--- src/hw/rtl/tdsac_pkg.sv ---
// Shared constants, widths and handshake types of the TDS averaging and conversion block
`default_nettype none

package tdsac_pkg;

    // Ring of recent samples
    localparam int AVG_DEPTH = 16;
    localparam int IDX_W     = (AVG_DEPTH > 1) ? $clog2(AVG_DEPTH) : 1;

    // Field widths
    localparam int MV_W   = 12;
    localparam int TEMP_W = 15;
    localparam int PPM_W  = 15;

    localparam int MV_LIMIT = 3300;
    localparam int MV_PER_V = 1000;
    localparam int SUM_W    = $clog2(AVG_DEPTH * MV_LIMIT + 1);
    localparam int CNT_W    = $clog2(AVG_DEPTH + 1);

    // Q16 voltage and its powers
    localparam int FRAC_W = 16;
    localparam int V_W    = 18;
    localparam int V2_W   = 20;
    localparam int V3_W   = 22;

    // Shared multiplier
    localparam int MUL_A_W = 26;
    localparam int MUL_B_W = 24;
    localparam int PROD_W  = MUL_A_W + MUL_B_W;

    // Polynomial and compensation
    localparam int POLY_W  = 46;
    localparam int SPLIT_W = POLY_W / 2;
    localparam int COMP_W  = 12;
    localparam int LO_W    = SPLIT_W + COMP_W;
    localparam int N_W     = 57;
    localparam int SHIFT_W = 32;
    localparam int RAW_W   = N_W - SHIFT_W;
    localparam int DEN_W   = TEMP_W + 2;

    localparam logic [MUL_A_W-1:0] COEF3 = MUL_A_W'(8743813);
    localparam logic [MUL_A_W-1:0] COEF2 = MUL_A_W'(16768041);
    localparam logic [MUL_A_W-1:0] COEF1 = MUL_A_W'(56189911);
    localparam logic [MUL_B_W-1:0] MULT_MV_PER_V = MUL_B_W'(MV_PER_V);
    localparam logic [MUL_B_W-1:0] MULT_COMP     = MUL_B_W'(2500);
    localparam logic signed [DEN_W-1:0] TEMP_OFFSET = DEN_W'(2500);
    localparam logic [RAW_W-1:0] RAW_SAT = RAW_W'(32767);

    // Shared divider
    localparam int DEN_Q_W   = $clog2(AVG_DEPTH * MV_PER_V + 1);
    localparam int DIV_NW    = (SUM_W + FRAC_W > RAW_W) ? SUM_W + FRAC_W : RAW_W;
    localparam int DIV_DW    = (DEN_Q_W > TEMP_W) ? DEN_Q_W : TEMP_W;
    localparam int DIV_CNT_W = $clog2(DIV_NW);

    // Configuration register indexes
    localparam int CFG_IDX_W = 1;
    localparam logic [CFG_IDX_W-1:0] CFG_MIN_PPM = 1'b0;
    localparam logic [CFG_IDX_W-1:0] CFG_MAX_PPM = 1'b1;

    typedef struct packed {
        logic              start;
        logic [DIV_NW-1:0] num;
        logic [DIV_DW-1:0] den;
    } t_div_req;

    typedef struct packed {
        logic              done;
        logic [DIV_NW-1:0] quot;
    } t_div_rsp;

endpackage

`default_nettype wire

--- src/hw/rtl/tds_sensor_average_and_convert_top.sv ---
// Top level: sample ring, moving average and cubic ppm conversion with temperature compensation
//
//  channel  direction  handshake           payload
//  -------  ---------  ------------------  ---------------------------------------------
//  input    in         i_valid / o_stall   i_sample_mv, i_temperature_centi
//  result   out        o_valid / i_stall   o_tds_ppm, o_average_mv, o_sample_rejected
//  config   in         i_cfg_we            i_cfg_idx, i_cfg_wdata (min_ppm, max_ppm)
//
// A word runs a pass over the 16 ring entries, three runs of the shared 32-step divider
// (average, Q16 volts, compensation), 11 steps on the shared multiplier and one to load the
// result. A rejected word skips the ring pass and the first two divisions, an empty ring the
// first two divisions; a zero or negative compensation divisor drops the last division.
// Reset (synchronous, active low) clears the ring, the write pointer and the limits to 0 / 1000.
// o_stall is high from acceptance until the result is loaded; a loaded result waits under
// i_stall while the next word is already taken.
`default_nettype none

module tds_sensor_average_and_convert_top (
    input  wire logic                                i_clk,
    input  wire logic                                i_rst_n,
    input  wire logic                                i_valid,
    output logic                                     o_stall,
    input  wire logic [tdsac_pkg::MV_W-1:0]          i_sample_mv,
    input  wire logic signed [tdsac_pkg::TEMP_W-1:0] i_temperature_centi,
    output logic                                     o_valid,
    input  wire logic                                i_stall,
    output logic [tdsac_pkg::PPM_W-1:0]              o_tds_ppm,
    output logic [tdsac_pkg::MV_W-1:0]               o_average_mv,
    output logic                                     o_sample_rejected,
    input  wire logic                                i_cfg_we,
    input  wire logic [tdsac_pkg::CFG_IDX_W-1:0]     i_cfg_idx,
    input  wire logic [tdsac_pkg::PPM_W-1:0]         i_cfg_wdata
);
    import tdsac_pkg::*;

    typedef enum logic [4:0] {
        S_IDLE, S_SUM, S_AVG_GO, S_AVG_WAIT, S_V_GO, S_V_WAIT,
        S_SQ, S_V2, S_CUBE, S_V3, S_T3, S_T1, S_T2, S_LO,
        S_MLO, S_MHI, S_NSUM, S_RAW_GO, S_RAW_WAIT, S_DONE
    } t_state;

    // Control state
    t_state            r_state;
    logic [MV_W-1:0]   r_ring [AVG_DEPTH];
    logic [IDX_W-1:0]  r_wr_idx;
    logic [IDX_W-1:0]  r_rd_idx;
    logic [CNT_W-1:0]  r_cnt;
    logic [PPM_W-1:0]  r_min_ppm;
    logic [PPM_W-1:0]  r_max_ppm;
    logic              r_out_valid;
    logic [PPM_W-1:0]  r_out_ppm;
    logic [MV_W-1:0]   r_out_avg;
    logic              r_out_rej;

    // Datapath
    logic [SUM_W-1:0]          r_sum;
    logic signed [TEMP_W-1:0]  r_temp;
    logic                      r_rej;
    logic [MV_W-1:0]           r_avg;
    logic [V_W-1:0]            r_v;
    logic [V2_W-1:0]           r_v2;
    logic [V3_W-1:0]           r_v3;
    logic [PROD_W-1:0]         r_prod;
    logic [N_W-1:0]            r_acc;
    logic [LO_W-1:0]           r_lo;
    logic                      r_poly_pos;
    logic [RAW_W-1:0]          r_raw;
    logic                      r_use_min;

    logic                  in_accept;
    logic                  rejected;
    logic                  entry_nz;
    logic [SUM_W-1:0]      sum_nxt;
    logic [CNT_W-1:0]      cnt_nxt;
    logic                  mul_en;
    logic [MUL_A_W-1:0]    mul_a;
    logic [MUL_B_W-1:0]    mul_b;
    logic signed [DEN_W-1:0] comp_den;
    logic                  den_pos;
    logic                  den_zero;
    logic                  out_free;
    logic [PPM_W-1:0]      ppm_clamped;
    t_div_req              div_req;
    t_div_rsp              div_rsp;

    tdsac_div u_div (
        .i_clk   (i_clk),
        .i_rst_n (i_rst_n),
        .i_req   (div_req),
        .o_rsp   (div_rsp)
    );

    assign o_stall   = (r_state != S_IDLE);
    assign in_accept = i_valid && !o_stall;
    assign rejected  = (i_sample_mv > MV_W'(MV_LIMIT));
    assign out_free  = !r_out_valid || !i_stall;

    // Ring pass: count nonzero entries only
    assign entry_nz = (r_ring[r_rd_idx] != '0);
    assign sum_nxt  = r_sum + (entry_nz ? SUM_W'(r_ring[r_rd_idx]) : '0);
    assign cnt_nxt  = r_cnt + (entry_nz ? CNT_W'(1) : '0);

    // Compensation divisor: 2500 + T, since 1 + 0.02 (T/100 - 25) = (2500 + T) / 5000
    assign comp_den = TEMP_OFFSET + DEN_W'(r_temp);
    assign den_zero = (comp_den == '0);
    assign den_pos  = !comp_den[DEN_W-1] && !den_zero;

    // Shared multiplier operand selection
    always_comb begin
        mul_en = 1'b1;
        mul_a  = '0;
        mul_b  = '0;
        unique case (r_state)
            S_AVG_GO: begin
                mul_a = MUL_A_W'(r_cnt);
                mul_b = MULT_MV_PER_V;
            end
            S_SQ: begin
                mul_a = MUL_A_W'(r_v);
                mul_b = MUL_B_W'(r_v);
            end
            S_CUBE: begin
                mul_a = MUL_A_W'(r_v2);
                mul_b = MUL_B_W'(r_v);
            end
            S_T3: begin
                mul_a = COEF3;
                mul_b = MUL_B_W'(r_v3);
            end
            S_T1: begin
                mul_a = COEF1;
                mul_b = MUL_B_W'(r_v);
            end
            S_T2: begin
                mul_a = COEF2;
                mul_b = MUL_B_W'(r_v2);
            end
            S_MLO: begin
                mul_a = MUL_A_W'(r_acc[SPLIT_W-1:0]);
                mul_b = MULT_COMP;
            end
            S_MHI: begin
                mul_a = MUL_A_W'(r_acc[POLY_W-1:SPLIT_W]);
                mul_b = MULT_COMP;
            end
            default: begin
                mul_en = 1'b0;
            end
        endcase
    end

    // Shared divider request
    always_comb begin
        div_req.start = 1'b0;
        div_req.num   = '0;
        div_req.den   = '0;
        unique case (r_state)
            S_AVG_GO: begin
                div_req.start = 1'b1;
                div_req.num   = DIV_NW'(r_sum);
                div_req.den   = DIV_DW'(r_cnt);
            end
            S_V_GO: begin
                div_req.start = 1'b1;
                div_req.num   = DIV_NW'({r_sum, FRAC_W'(0)});
                div_req.den   = r_prod[DIV_DW-1:0];
            end
            S_RAW_GO: begin
                div_req.start = den_pos;
                div_req.num   = DIV_NW'(r_acc[N_W-1:SHIFT_W]);
                div_req.den   = DIV_DW'(comp_den[TEMP_W-1:0]);
            end
            default: begin
                div_req.start = 1'b0;
            end
        endcase
    end

    // Clamp: the lower limit is checked first; when the limits cross, a value at or above min_ppm takes max_ppm
    always_comb begin
        priority if (r_use_min || r_raw < RAW_W'(r_min_ppm)) begin
            ppm_clamped = r_min_ppm;
        end else if (r_raw > RAW_W'(r_max_ppm)) begin
            ppm_clamped = r_max_ppm;
        end else begin
            ppm_clamped = r_raw[PPM_W-1:0];
        end
    end

    // Sequencer, ring, limits and result register
    always_ff @(posedge i_clk) begin
        if (!i_rst_n) begin
            r_state     <= S_IDLE;
            r_wr_idx    <= '0;
            r_rd_idx    <= '0;
            r_cnt       <= '0;
            r_min_ppm   <= '0;
            r_max_ppm   <= PPM_W'(1000);
            r_out_valid <= 1'b0;
            for (int k = 0; k < AVG_DEPTH; k++) begin
                r_ring[k] <= '0;
            end
        end else begin
            if (i_cfg_we) begin
                unique case (i_cfg_idx)
                    CFG_MIN_PPM: r_min_ppm <= i_cfg_wdata;
                    CFG_MAX_PPM: r_max_ppm <= i_cfg_wdata;
                endcase
            end

            // Drop the result once taken; the final step reloads it itself
            if (r_out_valid && !i_stall && r_state != S_DONE) begin
                r_out_valid <= 1'b0;
            end

            unique case (r_state)
                S_IDLE: begin
                    if (in_accept) begin
                        if (rejected) begin
                            r_state <= S_SQ;
                        end else begin
                            r_ring[r_wr_idx] <= i_sample_mv;
                            r_wr_idx <= (r_wr_idx == IDX_W'(AVG_DEPTH - 1)) ? '0
                                                                            : r_wr_idx + 1'b1;
                            r_rd_idx <= '0;
                            r_cnt    <= '0;
                            r_state  <= S_SUM;
                        end
                    end
                end
                S_SUM: begin
                    r_cnt <= cnt_nxt;
                    if (r_rd_idx == IDX_W'(AVG_DEPTH - 1)) begin
                        r_rd_idx <= '0;
                        r_state  <= (cnt_nxt == '0) ? S_SQ : S_AVG_GO;
                    end else begin
                        r_rd_idx <= r_rd_idx + 1'b1;
                    end
                end
                S_AVG_GO:   r_state <= S_AVG_WAIT;
                S_AVG_WAIT: if (div_rsp.done) r_state <= S_V_GO;
                S_V_GO:     r_state <= S_V_WAIT;
                S_V_WAIT:   if (div_rsp.done) r_state <= S_SQ;
                S_SQ:       r_state <= S_V2;
                S_V2:       r_state <= S_CUBE;
                S_CUBE:     r_state <= S_V3;
                S_V3:       r_state <= S_T3;
                S_T3:       r_state <= S_T1;
                S_T1:       r_state <= S_T2;
                S_T2:       r_state <= S_LO;
                S_LO:       r_state <= S_MLO;
                S_MLO:      r_state <= S_MHI;
                S_MHI:      r_state <= S_NSUM;
                S_NSUM:     r_state <= S_RAW_GO;
                S_RAW_GO:   r_state <= den_pos ? S_RAW_WAIT : S_DONE;
                S_RAW_WAIT: if (div_rsp.done) r_state <= S_DONE;
                S_DONE: begin
                    // Hold until the result register is free
                    if (out_free) begin
                        r_out_valid <= 1'b1;
                        r_out_ppm   <= ppm_clamped;
                        r_out_avg   <= r_avg;
                        r_out_rej   <= r_rej;
                        r_state     <= S_IDLE;
                    end
                end
                default: r_state <= S_IDLE;
            endcase
        end
    end

    // Arithmetic datapath registers
    always_ff @(posedge i_clk) begin
        if (mul_en) begin
            r_prod <= PROD_W'(mul_a) * PROD_W'(mul_b);
        end

        unique case (r_state)
            S_IDLE: begin
                if (in_accept) begin
                    r_temp <= i_temperature_centi;
                    r_rej  <= rejected;
                    r_sum  <= '0;
                    r_v    <= '0;
                    r_avg  <= '0;
                end
            end
            S_SUM:      r_sum <= sum_nxt;
            S_AVG_WAIT: if (div_rsp.done) r_avg <= div_rsp.quot[MV_W-1:0];
            S_V_WAIT:   if (div_rsp.done) r_v <= div_rsp.quot[V_W-1:0];
            S_V2:       r_v2 <= r_prod[FRAC_W +: V2_W];
            S_V3:       r_v3 <= r_prod[FRAC_W +: V3_W];
            S_T1:       r_acc <= N_W'(r_prod);
            S_T2:       r_acc <= r_acc + N_W'(r_prod);
            S_LO:       r_acc <= r_acc - N_W'(r_prod);
            S_MLO:      r_poly_pos <= (r_acc != '0);
            S_MHI:      r_lo <= r_prod[LO_W-1:0];
            S_NSUM:     r_acc <= (N_W'(r_prod) << SPLIT_W) + N_W'(r_lo);
            S_RAW_GO: begin
                // Zero divisor saturates a positive value; a negative one floors at min_ppm
                r_use_min <= !den_pos && !den_zero;
                r_raw     <= (den_zero && r_poly_pos) ? RAW_SAT : '0;
            end
            S_RAW_WAIT: if (div_rsp.done) r_raw <= div_rsp.quot[RAW_W-1:0];
            default: begin
            end
        endcase
    end

    assign o_valid           = r_out_valid;
    assign o_tds_ppm         = r_out_ppm;
    assign o_average_mv      = r_out_avg;
    assign o_sample_rejected = r_out_rej;

`ifndef SYNTHESIS
    a_rej_avg_zero: assert property (@(posedge i_clk) disable iff (!i_rst_n)
        (r_out_valid && r_out_rej) |-> (r_out_avg == '0))
        else $error("rejected word reports a nonzero average");

    a_div_done_waiting: assert property (@(posedge i_clk) disable iff (!i_rst_n)
        div_rsp.done |-> (r_state == S_AVG_WAIT || r_state == S_V_WAIT ||
                          r_state == S_RAW_WAIT))
        else $error("divider result arrived outside a wait step");

    a_accept_leaves_idle: assert property (@(posedge i_clk) disable iff (!i_rst_n)
        in_accept |=> (r_state == S_SUM || r_state == S_SQ))
        else $error("accepted word did not start the sequence");

    a_count_bound: assert property (@(posedge i_clk) disable iff (!i_rst_n)
        r_cnt <= CNT_W'(AVG_DEPTH))
        else $error("nonzero entry count exceeds ring depth");
`endif

endmodule

`default_nettype wire

--- src/hw/rtl/tdsac_div.sv ---
// Restoring unsigned divider, one quotient bit per cycle
`default_nettype none

module tdsac_div (
    input  wire logic               i_clk,
    input  wire logic               i_rst_n,
    input  wire tdsac_pkg::t_div_req i_req,
    output tdsac_pkg::t_div_rsp     o_rsp
);
    import tdsac_pkg::*;

    logic                 r_busy;
    logic                 r_done;
    logic [DIV_CNT_W-1:0] r_cnt;
    logic [DIV_DW-1:0]    r_rem;
    logic [DIV_NW-1:0]    r_quot;
    logic [DIV_DW-1:0]    r_den;

    logic [DIV_DW:0] rem_sh;
    logic [DIV_DW:0] diff;
    logic            fits;

    assign rem_sh = {r_rem, r_quot[DIV_NW-1]};
    assign diff   = rem_sh - {1'b0, r_den};
    assign fits   = !diff[DIV_DW];

    always_ff @(posedge i_clk) begin
        if (!i_rst_n) begin
            r_busy <= 1'b0;
            r_done <= 1'b0;
        end else begin
            r_done <= 1'b0;
            if (i_req.start) begin
                r_busy <= 1'b1;
            end else if (r_busy && r_cnt == DIV_CNT_W'(DIV_NW - 1)) begin
                r_busy <= 1'b0;
                r_done <= 1'b1;
            end
        end
    end

    always_ff @(posedge i_clk) begin
        if (i_req.start) begin
            r_cnt  <= '0;
            r_rem  <= '0;
            r_quot <= i_req.num;
            r_den  <= i_req.den;
        end else if (r_busy) begin
            r_cnt  <= r_cnt + 1'b1;
            r_rem  <= fits ? diff[DIV_DW-1:0] : rem_sh[DIV_DW-1:0];
            r_quot <= {r_quot[DIV_NW-2:0], fits};
        end
    end

    assign o_rsp.done = r_done;
    assign o_rsp.quot = r_quot;

`ifndef SYNTHESIS
    a_done_idle: assert property (@(posedge i_clk) disable iff (!i_rst_n)
        r_done |-> !r_busy)
        else $error("divider done while still busy");

    a_no_restart: assert property (@(posedge i_clk) disable iff (!i_rst_n)
        i_req.start |-> !r_busy)
        else $error("divider restarted mid-division");

    a_done_after_busy: assert property (@(posedge i_clk) disable iff (!i_rst_n)
        r_done |-> $past(r_busy))
        else $error("divider done without a division in progress");
`endif

endmodule

`default_nettype wire
--- config.mk ---
export PLATFORM = sky130hd
export DESIGN_NAME = tds_sensor_average_and_convert_top
export DESIGN_NICKNAME = d
export VERILOG_FILES = /design/src/hw/rtl/tdsac_pkg.sv /design/src/hw/rtl/tds_sensor_average_and_convert_top.sv /design/src/hw/rtl/tdsac_div.sv
export SDC_FILE = /design/constraint.sdc
export NUM_CORES = 2
export LEC_CHECK = 0
export ABC_AREA = 0
export BUFFER_PORTS_ARGS = -buffer_cell sky130_fd_sc_hd__buf_2
export CORE_MARGIN = 2
export CORE_UTILIZATION = 50
export CTS_CLUSTER_DIAMETER = 120
export CTS_CLUSTER_SIZE = 24
export DETAILED_ROUTE_END_ITERATION = 8
export GPL_TIMING_DRIVEN = 0
export PLACE_DENSITY = 0.62
export SLEW_MARGIN = 20
export SYNTH_ARGS = -nofsm -noshare
export SYNTH_HDL_FRONTEND = slang
export SYNTH_SLANG_ARGS = --single-unit
--- constraint.sdc ---
create_clock -name i_clk -period 11.3 [get_ports i_clk]
set_input_delay 1.13 -clock i_clk [delete_from_list [all_inputs] [get_ports i_clk]]
set_output_delay 1.13 -clock i_clk [all_outputs]
set_load 0.02 [all_outputs]
### Word-level counts from Yosys, hierarchy flattened

Memory sizes are Yosys's and may differ from the RTL's. A register that Yosys moved wholly into a read port is not among the register bits.
Index checks and enable logic that the tools add are counted.

| word-level totals | value |
|---|---|
| register bits | 419 |
| bits in writable memories | 192 |
| input port bits | 48 |
| output and inout bits | 30 |
| memories | 1 |

Memory list:

| memory | words | width | read ports | clocked after Yosys merged registers in | write ports | line | text |
|---|---|---|---|---|---|---|---|
| r_ring | 16 | 12 | 1 | 1 | 16 | tds_sensor_average_and_convert_top.sv:44 | `logic [MV_W-1:0] r_ring [AVG_DEPTH];` |

| operators by class | value |
|---|---|
| add/subtract/negate cells | 10 |
| multiply operators | 1 |
| magnitude comparators | 3 |
| equality and inequality tests | 30 |
| multiplexer cells | 59 |
| bitwise logic cells | 3 |
| reduce and logical (&&, ||, !) cells | 46 |

Operators with widths:

| cell | number |
|---|---|
| case mux 57 bit (4 select lines) | 1 |
| case mux 26 bit (8 select lines) | 1 |
| case mux 47 bit (3 select lines) | 1 |
| case mux 22 bit (5 select lines) | 1 |
| case mux 5 bit (20 select lines) | 1 |
| two-way mux 32 bit | 2 |
| two-way mux 15 bit | 4 |
| adder 57 x 35 -> 57 bit | 1 |
| adder 57 x 50 -> 57 bit | 1 |
| nonzero test 57 bit | 1 |
| subtractor 57 x 50 -> 57 bit | 1 |
| multiplier 26 x 24 -> 50 bit | 1 |
| case mux 25 bit (2 select lines) | 1 |
| two-way mux 12 bit | 4 |
| equality test 5 x 4 -> 1 bit (second input constant) | 8 |
| two-way mux 5 bit | 8 |
| two-way mux 18 bit | 2 |
| case mux 18 bit (2 select lines) | 1 |
| case mux 16 bit (2 select lines) | 1 |
| two-way mux 4 bit | 7 |
| equality test 5 bit (second input constant) | 5 |
| > comparator 25 x 15 -> 1 bit | 1 |
| less-than comparator 25 x 15 -> 1 bit | 1 |
| two-way mux 25 bit | 1 |
| 38 further kinds | 96 |

### Longest topological paths before layout

| depth | value |
|---|---|
| word-level depth | 9 |
| depth in mapped cells | 37 |
| mapped depth without buffers | 33 |

### By module

From an unflattened synthesis, not the netlist that was laid out.

| unflattened totals | value |
|---|---|
| cell total of the unflattened synthesis | 5,032 |
| area, all modules | 51,705.8 um^2 |

By module, submodules not included:

| module | times used | cells each | area each (um^2) |
|---|---|---|---|
| tds_sensor_average_and_convert_top | 1 | 4,739 | 48,164.9 |
| tdsac_div | 1 | 293 | 3,540.9 |

### Least setup slack after synthesis

Ideal clock, no wire load.

| timing path | value |
|---|---|
| kind | register to register |
| from | reg r_state[0] |
| to | reg r_prod[43], data pin |
| setup time | 0.258 ns |
| arrival time | 9.157 ns |
| setup slack | 1.885 ns |
| cell stages (with the launch flop) | 35 |
| buffers on the path | 5 |
| cell sequence | dfxtp_1 > clkbuf_1 > nand2_1 > clkbuf_1 > nor2_1 > clkbuf_1 > clkbuf_1 > a22oi_1 > nand3_1 > clkbuf_1 > nand2_1 > fa_1 > fa_1 > fa_1 > inv_1 > fa_1 > inv_1 > fa_1 > inv_1 > fa_1 > inv_1 > fa_1 > inv_1 > ha_1 > a21oi_1 > o21ai_0 > a221o_1 > a21o_1 > a211oi_1 > o31a_1 > o21a_1 > o21ai_0 > a21o_1 > a21oi_1 > xnor2_1 |

| on the way | value |
|---|---|
| cells in the longest elaborated chain, start to end | 4 |
| elaborated cells on any way between the ends | 13 |
| those cells by class | 1 x mul; 8 x eq/ne; 2 x mux; 2 x reduce/logical |

RTL lines:

| item | line | text |
|---|---|---|
| start: declaration | tds_sensor_average_and_convert_top.sv:43 | `t_state r_state;` |
| start signal: assignment | tds_sensor_average_and_convert_top.sv:235 | `r_state <= (cnt_nxt == '0) ? S_SQ : S_AVG_GO;` |
| start signal: assignment | tds_sensor_average_and_convert_top.sv:255 | `S_RAW_GO: r_state <= den_pos ? S_RAW_WAIT : S_DONE;` |
| equality test 5 x 4 -> 1 bit or equality test 5 x 3 -> 1 bit (tied branches) | tds_sensor_average_and_convert_top.sv:113 | `unique case (r_state)` |
| OR reduction 3 bit (no source line) or OR reduction 2 bit (tied branches) | -- |  |
| case mux 22 bit (5 select lines) | tds_sensor_average_and_convert_top.sv:113 |  |
| multiplier 26 x 24 -> 50 bit * | tds_sensor_average_and_convert_top.sv:275 | `r_prod <= PROD_W'(mul_a) * PROD_W'(mul_b);` |
| end signal: assignment | tds_sensor_average_and_convert_top.sv:275 |  |
| end: declaration | tds_sensor_average_and_convert_top.sv:63 | `logic [PROD_W-1:0] r_prod;` |

Mark *: on every way between the ends. The rest lies on a longest branch, timed or not.
A chain may end at the register's enable or synchronous reset.

### Final worst setup path

| timing path | value |
|---|---|
| from | reg r_state[3] |
| to | reg r_prod[46], data pin |

Same word-level chain as after synthesis.

==> Flow_metrics.wiki <==
{| class="wikitable"
! Metric !! Value
|-
| Worst-path maximum fanout || 10
|-
| Relative area change from synthesis to final layout || 6.77%
|-
| Worst setup path category || reg2reg
|-
| Max-capacitance violation count || 0
|-
| Period utilization || 0.982
|-
| Pre-CTS setup slack || -680 ps
|-
| Grt total ovfl || 0
|-
| Die footprint || 104,000 µm²
|-
| Hold EP || o_average_mv[3]
|-
| Cell row count || 116
|-
| Leading cell type in the layout, fill and taps excluded || sky130_fd_sc_hd__inv_1
|-
| HP Start || r_avg[3]
|-
| Wire length of the first global-routing pass || 242,000 µm
|-
| Post-route ant nets || 0
|-
| Number of cell instances on the worst register-to-register path || 30
|-
| Run status || finished, final reports clean
|-
| Effective utilization at floorplan || 0.506
|-
| Achievable clock frequency || 0.0901 GHz
|-
| Die span in y || 323 µm
|-
| Area of placed instances || 53,500 µm²
|-
| Fin area || 54,300 µm²
|-
| Final clock skew || 50.1 ps
|-
| Hold Violations, Final || 0
|-
| DRC marker count from the first detailed-route iteration || 4,231
|-
| Startpoint class of the critical path || flip-flop
|-
| Number of nets in the final layout || 5,977
|-
| Relative slew slack || 0.198
|-
| Cell class contributing the biggest share of worst-path delay || adder cells
|-
| Number of slew-limit violations in the final report || 0
|-
| Minimum setup slack in the final design || 207 ps
|-
| Number of global-route vias before repair || 38,100
|-
| Max VDD drop || 0.000131 V
|-
| Total number of vias || 38,300
|-
| Power per cell area || 130 nW/µm²
|-
| Die extent in x || 323 µm
|-
| End of the worst register-to-register path || r_prod[46]
|-
| Static leakage power || 0.0233 µW
|-
| Period minus WS final || 11,090 ps
|-
| CTS clk-pin slew, worst paths || 100 ps
|-
| Number of antenna violations at the first check in global routing || 5
|-
| Clock Tree Root || sky130_fd_sc_hd__clkbuf_16
|-
| Setup-failing EPs final || 0
|-
| Global router's overall resource usage || 0.313
|-
| First-pass iteration count of the detailed router || 6
|-
| Fraction of final layout cells with drive strength greater than 1 || 0.0526
|-
| Portion of the post-synthesis area used by sequential elements || 0.348
|-
| Leading register cell type out of synthesis || sky130_fd_sc_hd__edfxtp_1
|-
| Type of the worst min-delay path || reg2reg
|-
| Worst hold slack || 426 ps
|-
| Number of buffers inserted for hold repair after clock tree synthesis || 0
|-
| Number of standard cells after synthesis || 4,974
|-
| Tightest Pin Transition || 1200 ps
|-
| Average vias per placed instance || 5.88
|-
| Clock tree from TritonCTS || yes
|-
| Buffer and inverter count on the worst path || 6
|-
| Mapped Avg Cell Area || 10.2 µm²
|-
| Cell Count, Final, Fillers Out || 6,509
|-
| Largest stage delay on the critical path || 770 ps
|-
| Hold path depth || 0
|-
| Avg WL per Cell || 24.8 µm
|-
| Commonest non-fill, non-tap cells in the layout || sky130_fd_sc_hd__inv_1, sky130_fd_sc_hd__nand2_1, sky130_fd_sc_hd__edfxtp_1
|-
| Final weighted congestion in routability-driven placement || 1.01
|-
| Placed wire-length estimate after detailed placement || 130,000 µm
|-
| Number of fill cells in the layout || 9,148
|-
| Area of the core || 100,000 µm²
|-
| Setup TNS after final layout || 0 ps
|-
| Clock Latency Late Sink || 660 ps
|-
| Startpoint of the worst-slack reg-to-reg timing path || r_state[3]
|-
| Cells after DPL || 6,471
|-
| Clk sinks || 615
|-
| Library cell contributing the largest single delay on the critical path || sky130_fd_sc_hd__clkbuf_1
|-
| Number of synthesized register bits || 615
|-
| Total wire length after detailed routing || 161,000 µm
|-
| Count of port buffers added during placement || 77
|-
| Level count of the clock H-tree || 1
|-
| Number of buffers between clock root and the deepest sink || 3
|-
| Yosys cell types || 80
|-
| Io pins || 78
|-
| Warning count from the yosys run || 0
|-
| Worst R2R Setup Slack || 210 ps
|-
| Setup repair after global routing missed its margin || false
|-
| Signal arrival time at the worst endpoint || 11,500 ps
|-
| Async set-reset flop share out of synthesis || 0
|-
| Remaining routing DRC violations || 0
|-
| Endpoint type of the worst setup path || flip-flop
|-
| Number of flops mapped to enable cells by yosys || 540
|-
| Critical path required time || 11,710 ps
|-
| Worst path most repeated cell || sky130_fd_sc_hd__fa_1
|-
| Largest net degree at the start of global routing || 45
|-
| TritonCTS buffer count || 29
|-
| Post-synthesis cell area || 50,900 µm²
|}
[what timing repair did]
| action | in CTS | in global routing |
|---|---|---|
| setup endpoints to repair | 7 | 9 |
| buffers inserted | 0 | 0 |
| resized for setup | 5 | 23 |
[cell usage after synthesis, drive strengths merged, types with 32 or more instances]
| master | count | area, µm² |
|---|---|---|
| xor2 | 94 | 831 |
| nand3 | 62 | 310 |
| nand2 | 604 | 2270 |
| fa | 482 | 9650 |
| ha | 307 | 3840 |
| a21oi | 193 | 966 |
| a21boi | 37 | 278 |
| dfxtp | 75 | 1500 |
| and2 | 273 | 1710 |
| nor2b | 39 | 244 |
| o21ai | 176 | 892 |
| mux4 | 60 | 1350 |
| nor3 | 51 | 255 |
| nor2 | 310 | 1170 |
| a22oi | 88 | 661 |
| and3 | 32 | 200 |
| mux2i | 43 | 430 |
| a211oi | 36 | 275 |
| xnor2 | 116 | 1020 |
| a21o | 101 | 758 |
| inv | 671 | 2520 |
| clkbuf | 208 | 781 |
| edfxtp | 540 | 16200 |
[metrics by stage]
step | utilization | power, µW
final | 0.541 | 7050
after global routing | 0.541 | 7390
after CTS | 0.540 | 7000
after detailed placement | 0.532 | 5810
after global placement | 0.529 | 5750
after floorplan | - | 4900
[report_power, final]
part           internal, µW  total, µW  leakage [µW]  switching (µW)
clock                   478       1220      0.000381             741
combinational           950       2570        0.0172            1620
sequential             2900       3260       0.00581             356
[metal layers]
metal  track usage  routed length, µm  vias up
li1              -                  -    17000
met1         0.453              68700    19100
met2         0.464              68600     1798
met3        0.0765              17400      360
met4        0.0999               6380       10
met5       0.00509                164        -
[how the worst max path moves through the flow]
| stage | end | cells after the start | startpoint | slack [ps] |
|---|---|---|---|---|
| floorplan | r_prod[43] | 34 | r_state[0] | 1890 |
| global placement | r_prod[34] | 33 | r_state[0] | -1790 |
| detailed placement | r_prod[34] | 32 | r_state[3] | -680 |
| CTS | r_prod[34] | 33 | r_state[2] | 1 |
| global route | r_prod[46] | 32 | r_state[2] | 7 |
| finish | r_prod[46] | 30 | r_state[3] | 210 |
[sequential cells by signal (all words and copies together) (netlist names), 20 cells and up, named ones only]
signal        flops
r_v2             20
u_div.r_quot     32
r_raw            25
r_v3             22
r_lo             35
r_acc            57
r_prod           50
r_ring          192
[cells by family (layout without fill, tap and decap cells)]
group / Yosys count / after routing / share of synthesized area
fa+ha+maj: 789 / 789 / 0.265
simple gates: 1523 / 1523 / 0.141
mux: 106 / 106 / 0.0357
flops: 615 / 615 / 0.348
other cells: 2 / 42 / 0.000148
xor+xnor: 210 / 210 / 0.0363
buf+inv: 904 / 1042 / 0.0670
compound gates: 825 / 825 / 0.106
[layout make-up]
class	instances	area (µm²)	area share
multi-input cells	3494	30000	0.553
flip-flops and latches	615	17700	0.326
inverters	671	2520	0.0464
well taps	1357	1700	0.0313
plain buffers	228	896	0.0165
clock buffers	40	767	0.0141
repair buffers	101	642	0.0118
clock inverters	2	20.0	0.000369
diodes	1	2.50	0.0000461
Note: power is estimated with default switching activity, not from simulation.
